### config.mk
export PLATFORM = sky130hd
export DESIGN_NAME = number_to_word_tokens_core
export DESIGN_NICKNAME = d
export VERILOG_FILES = /design/src/hdl/ntw_pkg.sv /design/src/hdl/ntw_datapath.sv /design/src/hdl/ntw_ctrl.sv /design/src/hdl/number_to_word_tokens_core.sv
export SDC_FILE = /design/constraint.sdc
export NUM_CORES = 1
export LEC_CHECK = 0
export ABC_CLOCK_PERIOD_IN_PS = 12400
export BUFFER_PORTS_ARGS = -buffer_cell sky130_fd_sc_hd__clkbuf_2
export CELL_PAD_IN_SITES_DETAIL_PLACEMENT = 1
export CELL_PAD_IN_SITES_GLOBAL_PLACEMENT = 1
export CORE_MARGIN = 10
export CORE_UTILIZATION = 49
export CTS_BUF_LIST = sky130_fd_sc_hd__clkbuf_8
export DETAILED_ROUTE_END_ITERATION = 8
export PLACE_DENSITY = 0.8
export REMOVE_ABC_BUFFERS = 1
export SYNTH_ARGS = -nofsm -noshare
export SYNTH_HDL_FRONTEND = slang
export SYNTH_HIERARCHICAL = 1
export SYNTH_SLANG_ARGS = --single-unit
### constraint.sdc
create_clock -name i_clk -period 12.4 [get_ports i_clk]
set_input_delay 1.24 -clock i_clk [delete_from_list [all_inputs] [get_ports i_clk]]
set_output_delay 1.24 -clock i_clk [all_outputs]
set_load 0.005 [all_outputs]
### src/hdl/ntw_pkg.sv
// Package: shared types and constants for the number-to-word tokenizer.
package ntw_pkg;

    localparam int ValueW = 63;
    localparam int TokenW = 60;
    // BCD digits held for a 63-bit value (max 9.22e18 -> 19 digits), padded to 21
    localparam int Digits = 21;
    localparam int BcdW = Digits * 4;
    localparam int ShiftCntW = 6;
    // groups: 0 = 10^18 .. 6 = units
    localparam int Groups = 7;
    localparam int GroupW = 3;
    localparam int SlotW = 3;

    typedef enum logic [2:0] {
        ST_IDLE,
        ST_CONV,
        ST_EMIT,
        ST_HOLD
    } t_state;

    // slot within a group: hundreds digit, 100, tens, units, scale
    typedef enum logic [SlotW-1:0] {
        SL_HUND,
        SL_HUNDRED,
        SL_TENS,
        SL_UNITS,
        SL_SCALE
    } t_slot;

    typedef struct packed {
        logic load;
        logic shift;
        logic advance;
    } t_cmd;

    typedef struct packed {
        logic conv_done;
        logic tok_valid;
        logic tok_last;
        logic walk_done;
    } t_stat;

    function automatic logic [TokenW-1:0] scale_token(input logic [GroupW-1:0] g);
        logic [TokenW-1:0] r;
        case (g)
            3'd0:    r = 60'd1000000000000000000;
            3'd1:    r = 60'd1000000000000000;
            3'd2:    r = 60'd1000000000000;
            3'd3:    r = 60'd1000000000;
            3'd4:    r = 60'd1000000;
            3'd5:    r = 60'd1000;
            default: r = '0;
        endcase
        return r;
    endfunction

endpackage

### src/hdl/ntw_datapath.sv
// Datapath: shift-add-3 binary to BCD converter and a token walker.
module ntw_datapath (
    input  logic                        i_clk,
    input  logic [ntw_pkg::ValueW-1:0]  i_value,
    input  ntw_pkg::t_cmd               i_cmd,
    output ntw_pkg::t_stat              o_stat,
    output logic [ntw_pkg::TokenW-1:0]  o_token
);
    localparam int TokenW_LOC = ntw_pkg::TokenW;

    logic [ntw_pkg::ValueW-1:0]    r_bin, n_bin;
    logic [ntw_pkg::BcdW-1:0]      r_bcd, n_bcd;
    logic [ntw_pkg::ShiftCntW-1:0] r_cnt, n_cnt;
    logic [ntw_pkg::GroupW-1:0]    r_grp, n_grp;
    ntw_pkg::t_slot                r_slot, n_slot;
    logic [ntw_pkg::BcdW-1:0]      adj;

    // digits of the current group
    logic [3:0] d_h, d_t, d_u;
    logic [4:0] dig_base;
    logic       slot_ok;
    logic       grp_nz;
    logic [4:0] rem;
    logic [TokenW_LOC-1:0] tok;

    // search for next emitting position
    logic [ntw_pkg::GroupW-1:0] s_grp;
    ntw_pkg::t_slot             s_slot;
    logic                       s_found;

    // add-3 on each BCD digit
    always_comb begin
        for (int k = 0; k < ntw_pkg::Digits; k++) begin
            adj[k*4 +: 4] = (r_bcd[k*4 +: 4] >= 4'd5) ? r_bcd[k*4 +: 4] + 4'd3
                                                       : r_bcd[k*4 +: 4];
        end
    end

    // does (g, s) emit a token
    function automatic logic emits(input logic [ntw_pkg::BcdW-1:0] b,
                                   input logic [ntw_pkg::GroupW-1:0] g,
                                   input ntw_pkg::t_slot s);
        logic [4:0] base;
        logic [3:0] h, t, u;
        logic       e;
        base = 5'(6 - 32'(g)) * 5'd3;
        h = b[(32'(base) + 2) * 4 +: 4];
        t = b[(32'(base) + 1) * 4 +: 4];
        u = b[32'(base) * 4 +: 4];
        case (s)
            ntw_pkg::SL_HUND:    e = (h != 0);
            ntw_pkg::SL_HUNDRED: e = (h != 0);
            ntw_pkg::SL_TENS:    e = (t >= 4'd2);
            ntw_pkg::SL_UNITS:   e = (t == 4'd1) || (u != 0);
            ntw_pkg::SL_SCALE:   e = (g != 3'd6) && ((h | t | u) != 0);
            default:             e = 1'b0;
        endcase
        return e;
    endfunction

    // scan forward from current position (at most 35 positions, independent tests)
    always_comb begin
        logic [ntw_pkg::GroupW-1:0] g;
        ntw_pkg::t_slot s;
        s_found = 1'b0;
        s_grp = r_grp;
        s_slot = r_slot;
        for (int p = 34; p >= 0; p--) begin
            g = 3'(p / 5);
            s = ntw_pkg::t_slot'(3'(p % 5));
            if (({g, s} > {r_grp, r_slot}) && emits(r_bcd, g, s)) begin
                s_found = 1'b1;
                s_grp = g;
                s_slot = s;
            end
        end
    end

    assign dig_base = 5'(6 - 32'(r_grp)) * 5'd3;
    assign d_h = r_bcd[(32'(dig_base) + 2) * 4 +: 4];
    assign d_t = r_bcd[(32'(dig_base) + 1) * 4 +: 4];
    assign d_u = r_bcd[32'(dig_base) * 4 +: 4];
    assign slot_ok = emits(r_bcd, r_grp, r_slot);
    assign grp_nz = 1'b1;
    assign rem = (d_t == 4'd1) ? 5'd10 + 5'(d_u) : 5'(d_u);

    // token value of the current position
    always_comb begin
        case (r_slot)
            ntw_pkg::SL_HUND:    tok = TokenW_LOC'(d_h);
            ntw_pkg::SL_HUNDRED: tok = TokenW_LOC'(100);
            ntw_pkg::SL_TENS:    tok = TokenW_LOC'(7'(d_t) * 7'd10);
            ntw_pkg::SL_UNITS:   tok = TokenW_LOC'(rem);
            ntw_pkg::SL_SCALE:   tok = ntw_pkg::scale_token(r_grp);
            default:             tok = '0;
        endcase
    end

    // next-state of the datapath registers
    always_comb begin
        n_bin = r_bin;
        n_bcd = r_bcd;
        n_cnt = r_cnt;
        n_grp = r_grp;
        n_slot = r_slot;
        if (i_cmd.load) begin
            n_bin = i_value;
            n_bcd = '0;
            n_cnt = '0;
            n_grp = '0;
            n_slot = ntw_pkg::SL_HUND;
        end else if (i_cmd.shift) begin
            n_bcd = {adj[ntw_pkg::BcdW-2:0], r_bin[ntw_pkg::ValueW-1]};
            n_bin = {r_bin[ntw_pkg::ValueW-2:0], 1'b0};
            n_cnt = r_cnt + 1'b1;
        end else if (i_cmd.advance) begin
            if (s_found) begin
                n_grp = s_grp;
                n_slot = s_slot;
            end else begin
                n_grp = 3'd7;
            end
        end
    end

    always_ff @(posedge i_clk) begin
        r_bin <= n_bin;
        r_bcd <= n_bcd;
        r_cnt <= n_cnt;
        r_grp <= n_grp;
        r_slot <= n_slot;
    end

    assign o_stat.conv_done = (r_cnt == ntw_pkg::ShiftCntW'(ntw_pkg::ValueW));
    assign o_stat.tok_valid = (r_grp != 3'd7) && slot_ok && grp_nz;
    assign o_stat.tok_last = !s_found;
    assign o_stat.walk_done = (r_grp == 3'd7);
    assign o_token = tok;
endmodule

### src/hdl/ntw_ctrl.sv
// Controller: sequences conversion, token walk and output handoff.
module ntw_ctrl (
    input  logic           i_clk,
    input  logic           i_rst_n,
    input  logic           i_valid,
    output logic           o_stall,
    input  logic           i_out_stall,
    output logic           o_valid,
    input  ntw_pkg::t_stat i_stat,
    output ntw_pkg::t_cmd  o_cmd,
    output logic           o_capture
);
    ntw_pkg::t_state r_state, n_state;

    always_ff @(posedge i_clk) begin
        if (!i_rst_n) begin
            r_state <= ntw_pkg::ST_IDLE;
        end else begin
            r_state <= n_state;
        end
    end

    // next state and commands
    always_comb begin
        n_state = r_state;
        o_cmd = '0;
        o_stall = 1'b1;
        o_valid = 1'b0;
        o_capture = 1'b0;
        case (r_state)
            ntw_pkg::ST_IDLE: begin
                o_stall = 1'b0;
                if (i_valid) begin
                    o_cmd.load = 1'b1;
                    n_state = ntw_pkg::ST_CONV;
                end
            end
            ntw_pkg::ST_CONV: begin
                if (i_stat.conv_done) begin
                    n_state = ntw_pkg::ST_EMIT;
                end else begin
                    o_cmd.shift = 1'b1;
                end
            end
            ntw_pkg::ST_EMIT: begin
                // skip non-emitting positions, present emitting ones
                if (i_stat.walk_done) begin
                    n_state = ntw_pkg::ST_IDLE;
                end else if (!i_stat.tok_valid) begin
                    o_cmd.advance = 1'b1;
                end else begin
                    o_capture = 1'b1;
                    o_cmd.advance = 1'b1;
                    n_state = ntw_pkg::ST_HOLD;
                end
            end
            ntw_pkg::ST_HOLD: begin
                o_valid = 1'b1;
                if (!i_out_stall) begin
                    n_state = ntw_pkg::ST_EMIT;
                end
            end
            default: n_state = ntw_pkg::ST_IDLE;
        endcase
    end
endmodule

### src/hdl/number_to_word_tokens_core.sv
// Top level: number-to-English word token generator.
//   channel | direction | fields
//   input   | in        | i_value
//   output  | out       | o_token, o_last
// An item is accepted, converted by 63 shift-add-3 steps and a finishing step,
// then the walk leaves the always-empty top hundreds slot; each token (at most
// 31) takes a walk step and an output handoff, and a final step returns to
// idle. Output is registered; a stall holds the token. Reset is synchronous,
// active low, and returns the controller to idle.
module number_to_word_tokens_core (
    input  logic                       i_clk,
    input  logic                       i_rst_n,
    input  logic                       i_valid,
    output logic                       o_stall,
    input  logic [ntw_pkg::ValueW-1:0] i_value,
    output logic                       o_valid,
    input  logic                       i_stall,
    output logic [ntw_pkg::TokenW-1:0] o_token,
    output logic                       o_last
);
    ntw_pkg::t_cmd  cmd;
    ntw_pkg::t_stat stat;
    logic           capture;
    logic [ntw_pkg::TokenW-1:0] tok;
    logic [ntw_pkg::TokenW-1:0] r_token;
    logic           r_last;

    ntw_ctrl u_ctrl (
        .i_clk       (i_clk),
        .i_rst_n     (i_rst_n),
        .i_valid     (i_valid),
        .o_stall     (o_stall),
        .i_out_stall (i_stall),
        .o_valid     (o_valid),
        .i_stat      (stat),
        .o_cmd       (cmd),
        .o_capture   (capture)
    );

    ntw_datapath u_dp (
        .i_clk   (i_clk),
        .i_value (i_value),
        .i_cmd   (cmd),
        .o_stat  (stat),
        .o_token (tok)
    );

    // output register
    always_ff @(posedge i_clk) begin
        if (capture) begin
            r_token <= tok;
            r_last <= stat.tok_last;
        end
    end

    assign o_token = r_token;
    assign o_last = r_last;

    // tokens are never zero
    a_tok_nz: assert property (@(posedge i_clk) disable iff (!i_rst_n)
        o_valid |-> (o_token != '0)) else $error("zero token");
    // commands are exclusive
    a_cmd_one: assert property (@(posedge i_clk) disable iff (!i_rst_n)
        $onehot0(cmd)) else $error("overlapping commands");
    // no input accepted while a token is pending
    a_no_take: assert property (@(posedge i_clk) disable iff (!i_rst_n)
        o_valid |-> o_stall) else $error("input taken during output");
endmodule

==> results of run 1 <==
[kinds of logic after synthesis]
| kind of cell | after synthesis |
|---|---|
| and+or+nand+nor | 419 |
| AOI/OAI and AO/OA | 295 |
| DFF | 222 |
| buffers and inverters | 205 |
| muxes | 166 |
| adders and majority gates | 74 |
| xor gates and xnor gates | 46 |
| other | 1 |
[worst max-delay path, stage by stage, from the launching register on]
cell and delay (ps):
dfxtp_1 860, inv_1 340, ha_2 410, buf_4 670
fa_1 560, buf_4 310, inv_1 400, a31oi_1 150
o211ai_1 150, o31ai_1 110, o32ai_1 600, nand4bb_1 240
o311ai_0 130, a41oi_1 240, inv_1 110, nor3_2 170
buf_4 590
[final cells by class]
class	count	area (um^2)
multi-input cells	1007	7650
inverters	68	255
clock buffers	42	578
clock inverters	29	189
flip-flops and latches	222	5690
fillers	3250	13100
well taps	384	480
repair buffers	141	748
[flip-flops by register name, indices dropped and copies added, names as in the netlist]
| register | flops |
|---|---|
| u_dp/r_grp | 3 |
| u_dp/r_slot | 3 |
| u_dp/r_bcd | 84 |
| o_token | 60 |
| u_dp/r_bin | 63 |
| o_last | 1 |
| u_dp/r_cnt | 6 |
| u_ctrl/r_state | 2 |
[layer usage]
layer  vias to the layer above  track usage  share of wire
met5                         -            0              0
met4                         0       0.0878          0.039
met3                       109       0.0497          0.080
met2                       471        0.358           0.46
met1                      5653        0.283           0.42
li1                       5277            -              -
[through the flow]
step | instances | area [um^2] | util | hold slack, ps | power [W]
3_5_place_dp | 1822 | 14800 | 0.516 | 500 | 0.000965
5_1_grt | 1893 | 15600 | 0.543 | 547 | 0.00169
6_report | 1893 | 15600 | 0.543 | 503 | 0.00161
4_1_cts | 1893 | 15600 | 0.543 | 513 | 0.00164
3_3_place_gp | 1822 | 14800 | 0.516 | 476 | 0.000960
2_1_floorplan | 1297 | 13600 | - | 457 | 0.000927
[power groups by stage]
| stage | combinational, W | clock [W] | sequential [W] |
|---|---|---|---|
| final | 0.000119 | 0.000662 | 0.000830 |
| after detailed placement | 0.000120 | 0 | 0.000845 |
| after floorplan | 0.0000874 | 0 | 0.000839 |
| after global placement | 0.000115 | 0 | 0.000844 |
| after CTS | 0.000121 | 0.000685 | 0.000831 |
| after global routing | 0.000133 | 0.000718 | 0.000834 |
[path summary, 6_finish.rpt]
path | startpoint | endpoint | slack (ps)
worst min-delay path | u_dp/r_bin[62] | u_dp/r_bcd[0] | 500
worst max register to register | u_dp/r_grp[1] | o_token[43] | 5950
worst min register to register | u_dp/r_bin[62] | u_dp/r_bcd[0] | 500
worst max-delay path | u_dp/r_grp[1] | o_token[43] | 5950
[cell usage after synthesis, types with 7 or more instances]
| cell | n |
|---|---|
| mux2_2 | 64 |
| edfxtp_1 | 124 |
| nand3_1 | 39 |
| buf_1 | 13 |
| o21ai_0 | 82 |
| a21o_1 | 7 |
| xnor2_1 | 24 |
| nand2b_1 | 27 |
| nand2_1 | 103 |
| mux2i_1 | 53 |
| buf_4 | 36 |
| nor3b_1 | 8 |
| inv_1 | 65 |
| a21oi_1 | 109 |
| nor2_1 | 132 |
| nor4_1 | 25 |
| mux4_2 | 46 |
| buf_2 | 15 |
| a31oi_1 | 9 |
| o32ai_1 | 12 |
| ha_1 | 70 |
| clkbuf_1 | 72 |
| o2bb2ai_1 | 7 |
| xor2_1 | 22 |
| nand4_1 | 7 |
| nor3_1 | 26 |
| dfxtp_1 | 98 |
==> results.cfg, run 1 <==
[sta]
rsz0062_at_grt = no
layout_min_cycle_time_ps = 6450
fin_setup_tns_ps = 0
tightest_slew_ps = 1080
max_freq_mhz = 155
slew_headroom = 0.275
slew_viol_final = 0
hold_violations = 0
fin_ws_ps = 5950
fin_crit_sh = 0.520
setup_viol_count_final = 0
skew_ps = 19.1

[finish]
area_delta_synth_final_pct = 9.61
drive_gt1_frac = 0.221
layout_common_cells = 131 x nor2_1, 129 x clkbuf_2, 124 x edfxtp_1
nNetsFinal = 1620
diodes = 0
final_common_cell = nor2_1

[setup_path]
cp.arrival_ps = 6620
r2r_cells = 16
critPathCaptureType = register
critPathLaunchType = register
cp_max_fo = 61
criticalPathCategory = register to register
cp.required_ps = 12570

[hold_path]
hp-class = register to register
hold_depth = 2

[logic_synthesis]
yosys_warnings = 6
synth_compound_area_frac = 0.129
synth_area_per_cell_um2 = 9.96
synth_edf_count = 124
syn_inst = 1428
synthFlopType = edfxtp_1
netlist_area_um2 = 14200
ys_types = 85
synthTopCellsByArea = edfxtp_1 26%, dfxtp_1 14%, mux4_2 7.3%
synth_top_family_by_area = multiplexers
synth_seq_area_share = 0.400
synth_seq_cells = 222
synth-xor-area-share = 0.0283
synthSimpleGateAreaFrac = 0.144
synth_top_area_share = 0.262
yosys.area.top_type = edfxtp_1
synthAdderAreaFrac = 0.0672
muxShareOfSynthArea = 0.166
synth-async-reset-ratio = 0

[global_routing]
antenna_found_initial = 0
grt_pass1_wl_um = 65300
grt_max_degree = 83
grt_pass1_vias = 11700
grtUsageTotal = 0.222
grt-ovfl-total = 0

[placement]
port_buffers = 129
place_congestion = 0.933
dp_hpwl_um = 29400
pre_cts_slack_ps = 6050

[floorplan]
die_width_um = 190
io_pins = 130
start_util = 0.496
design.core.area_um2 = 28700
die-area_um2 = 36200
die_y_um = 190
rows = 62

[clocking]
numCtsBuffers = 39
clock_sinks = 222
clk_pin_slew_ps = 60
cts_tree = yes
htreeDepth = 2
clk_path_buf_depth = 3
cts_resized = 0
clk_latency_ps = 540
cts_hold_buf = 0
root_buffer = clkbuf_8
post_cts_buffers = 0

[outcome]
status = complete, no violations

[routing]
wl_per_cell_um = 21.7
vias = 11500
wirelength_um = 41100
drtIter0Drc = 957
first_pass_iters = 7
via_per_inst = 6.08
drt.antenna.violating_nets = 0
route.detailed.drc = 0

[power_and_ir_drop]
power_frac_comb = 0.074
sequentialPowerShare = 0.515
switchingPower_w = 0.000385
ir_drop_uv = 81.2
leakagePower_nw = 6.01
clockPowerShare = 0.411
p_sw_frac = 0.239
p_int_w = 0.00123
p_per_area_nw_per_um2 = 103

[job]
cap_violations = 0
(Power assumes the default switching activity.)
==> run 2, diff against run 1 <==
ABC_CLOCK_PERIOD_IN_PS = 6100   (was 12400)
clock period = 6.1 ns   (was 12.4 ns; I/O delays follow)
==> results.cfg, run 2 (synthesis gave the netlist of run 1 again) <==
[setup_path]
criticalPathCategory = register to register
critPathCaptureType = register
rrSetupSlack_ps = 890
cp.arrival_ps = 5420
critPathLaunchType = register
cp.required_ps = 6310
cp_max_fo = 61

[floorplan]
start_util = 0.496
die-area_um2 = 36200
design.core.area_um2 = 28700
die_y_um = 190
rows = 62
io_pins = 130
die_width_um = 190

[routing]
via_per_inst = 6.04
wl_per_cell_um = 21.6
wirelength_um = 41100
first_pass_iters = 5
drt.antenna.violating_nets = 0
vias = 11500
route.detailed.drc = 0
drtIter0Drc = 876

[outcome]
status = complete, no violations

[finish]
nNetsFinal = 1626
fin_util = 0.548
regMostFlops = u_dp/r_bcd
final_area_um2 = 15700
diodes = 0
layout_common_cells = 131 x nor2_1, 129 x clkbuf_2, 124 x edfxtp_1
final_common_cell = nor2_1
drive_gt1_frac = 0.221
largest_reg_flops = 84
area_delta_synth_final_pct = 10.6

[clocking]
cts_resized = 0
clk_path_buf_depth = 3
cts_hold_buf = 0
root_buffer = clkbuf_8
post_cts_buffers = 0
numCtsBuffers = 41
clk_latency_ps = 550
clk_pin_slew_ps = 60
cts_tree = yes
clock_sinks = 222
htreeDepth = 2

[sta]
layout_min_cycle_time_ps = 5210
hold_violations = 0
fin_setup_tns_ps = 0
fin_ws_ps = 895
slew_headroom = 0.217
hold_ws_ps = 328
fin_crit_sh = 0.853
setup_viol_count_final = 0
slew_viol_final = 0
rsz0062_at_grt = no
skew_ps = 12.7
tightest_slew_ps = 1170
max_freq_mhz = 192

[power_and_ir_drop]
ir_drop_uv = 250
switchingPower_w = 0.000795
power_frac_comb = 0.070
sequentialPowerShare = 0.490
p_int_w = 0.00265
p_sw_frac = 0.231
p_per_area_nw_per_um2 = 219
leakagePower_nw = 6.09
clockPowerShare = 0.441

[global_routing]
grt-ovfl-total = 0
grt_pass1_wl_um = 66100
grtUsageTotal = 0.224
grt_pass1_vias = 11900
antenna_found_initial = 0
grt_max_degree = 154

[placement]
place_congestion = 0.939
placed_area_um2 = 14900
pre_cts_slack_ps = 986
dp_hpwl_um = 29300
port_buffers = 129

[hold_path]
hp-class = input pin to register

[job]
cap_violations = 0
[run 2: cell types whose count changed in the layout (fill, tap and decap cells not counted)]
cell        change
buf_12          +1
buf_4           +3
bufinv_16       +4
clkbuf_8        -1
clkinv_1        +2
clkinv_2        -4
clkinvlp_4      -1
inv_1           +4
[run 2: through the flow]
step | power [W] | std cells
after global routing | 0.00360 | 1901
after global placement | 0.00195 | 1826
after CTS | 0.00350 | 1901
final | 0.00345 | 1901
after floorplan | 0.00188 | 1297
after detailed placement | 0.00196 | 1826
[run 2: worst paths after layout]
kind | from | end | depth (start not counted)
worst max-delay path | u_dp/r_grp[0] | o_token[34] | 15
worst min register to register | u_dp/r_bin[62] | u_dp/r_bcd[0] | 2
worst max register to register | u_dp/r_grp[0] | o_token[34] | 15
worst min-delay path | i_rst_n | u_ctrl/r_state[1] | 2
[run 2: critical path, cell delays in order, from the launching register on]
cell and delay (ps):
dfxtp_4 670, ha_1 350, ha_1 210, inv_1 70
fa_1 790, buf_4 280, nor2_1 80, and3_1 250
a32o_1 210, a311oi_1 510, and4_1 400, o21ai_0 130
a41oi_1 210, inv_1 100, nor3_2 240, buf_12 310
[run 2: cell type report]
type                       count  area [um^2]
clock inverter                34          304
clock buffer                  41          564
fill                        3219        13000
tap                          384          480
multi-input combinational   1007         7650
inverter                      68          255
timing repair buffer         145          791
sequential                   222         5690
[run 2: power groups by stage]
stage | Combinational [W] | Sequential, W | Clock, W
floorplan | 0.000178 | 0.00171 | 0
global placement | 0.000234 | 0.00172 | 0
detailed placement | 0.000242 | 0.00172 | 0
CTS | 0.000244 | 0.00169 | 0.00157
global route | 0.000269 | 0.00170 | 0.00164
finish | 0.000241 | 0.00169 | 0.00152
[run 2: per-layer routing]
metal | global-route usage | vias to the layer above | share of wire
met2 | 0.362 | 463 | 0.46
li1 | - | 5293 | -
met3 | 0.0518 | 101 | 0.080
met5 | 0 | - | 0
met4 | 0.0848 | 0 | 0.036
met1 | 0.286 | 5616 | 0.42
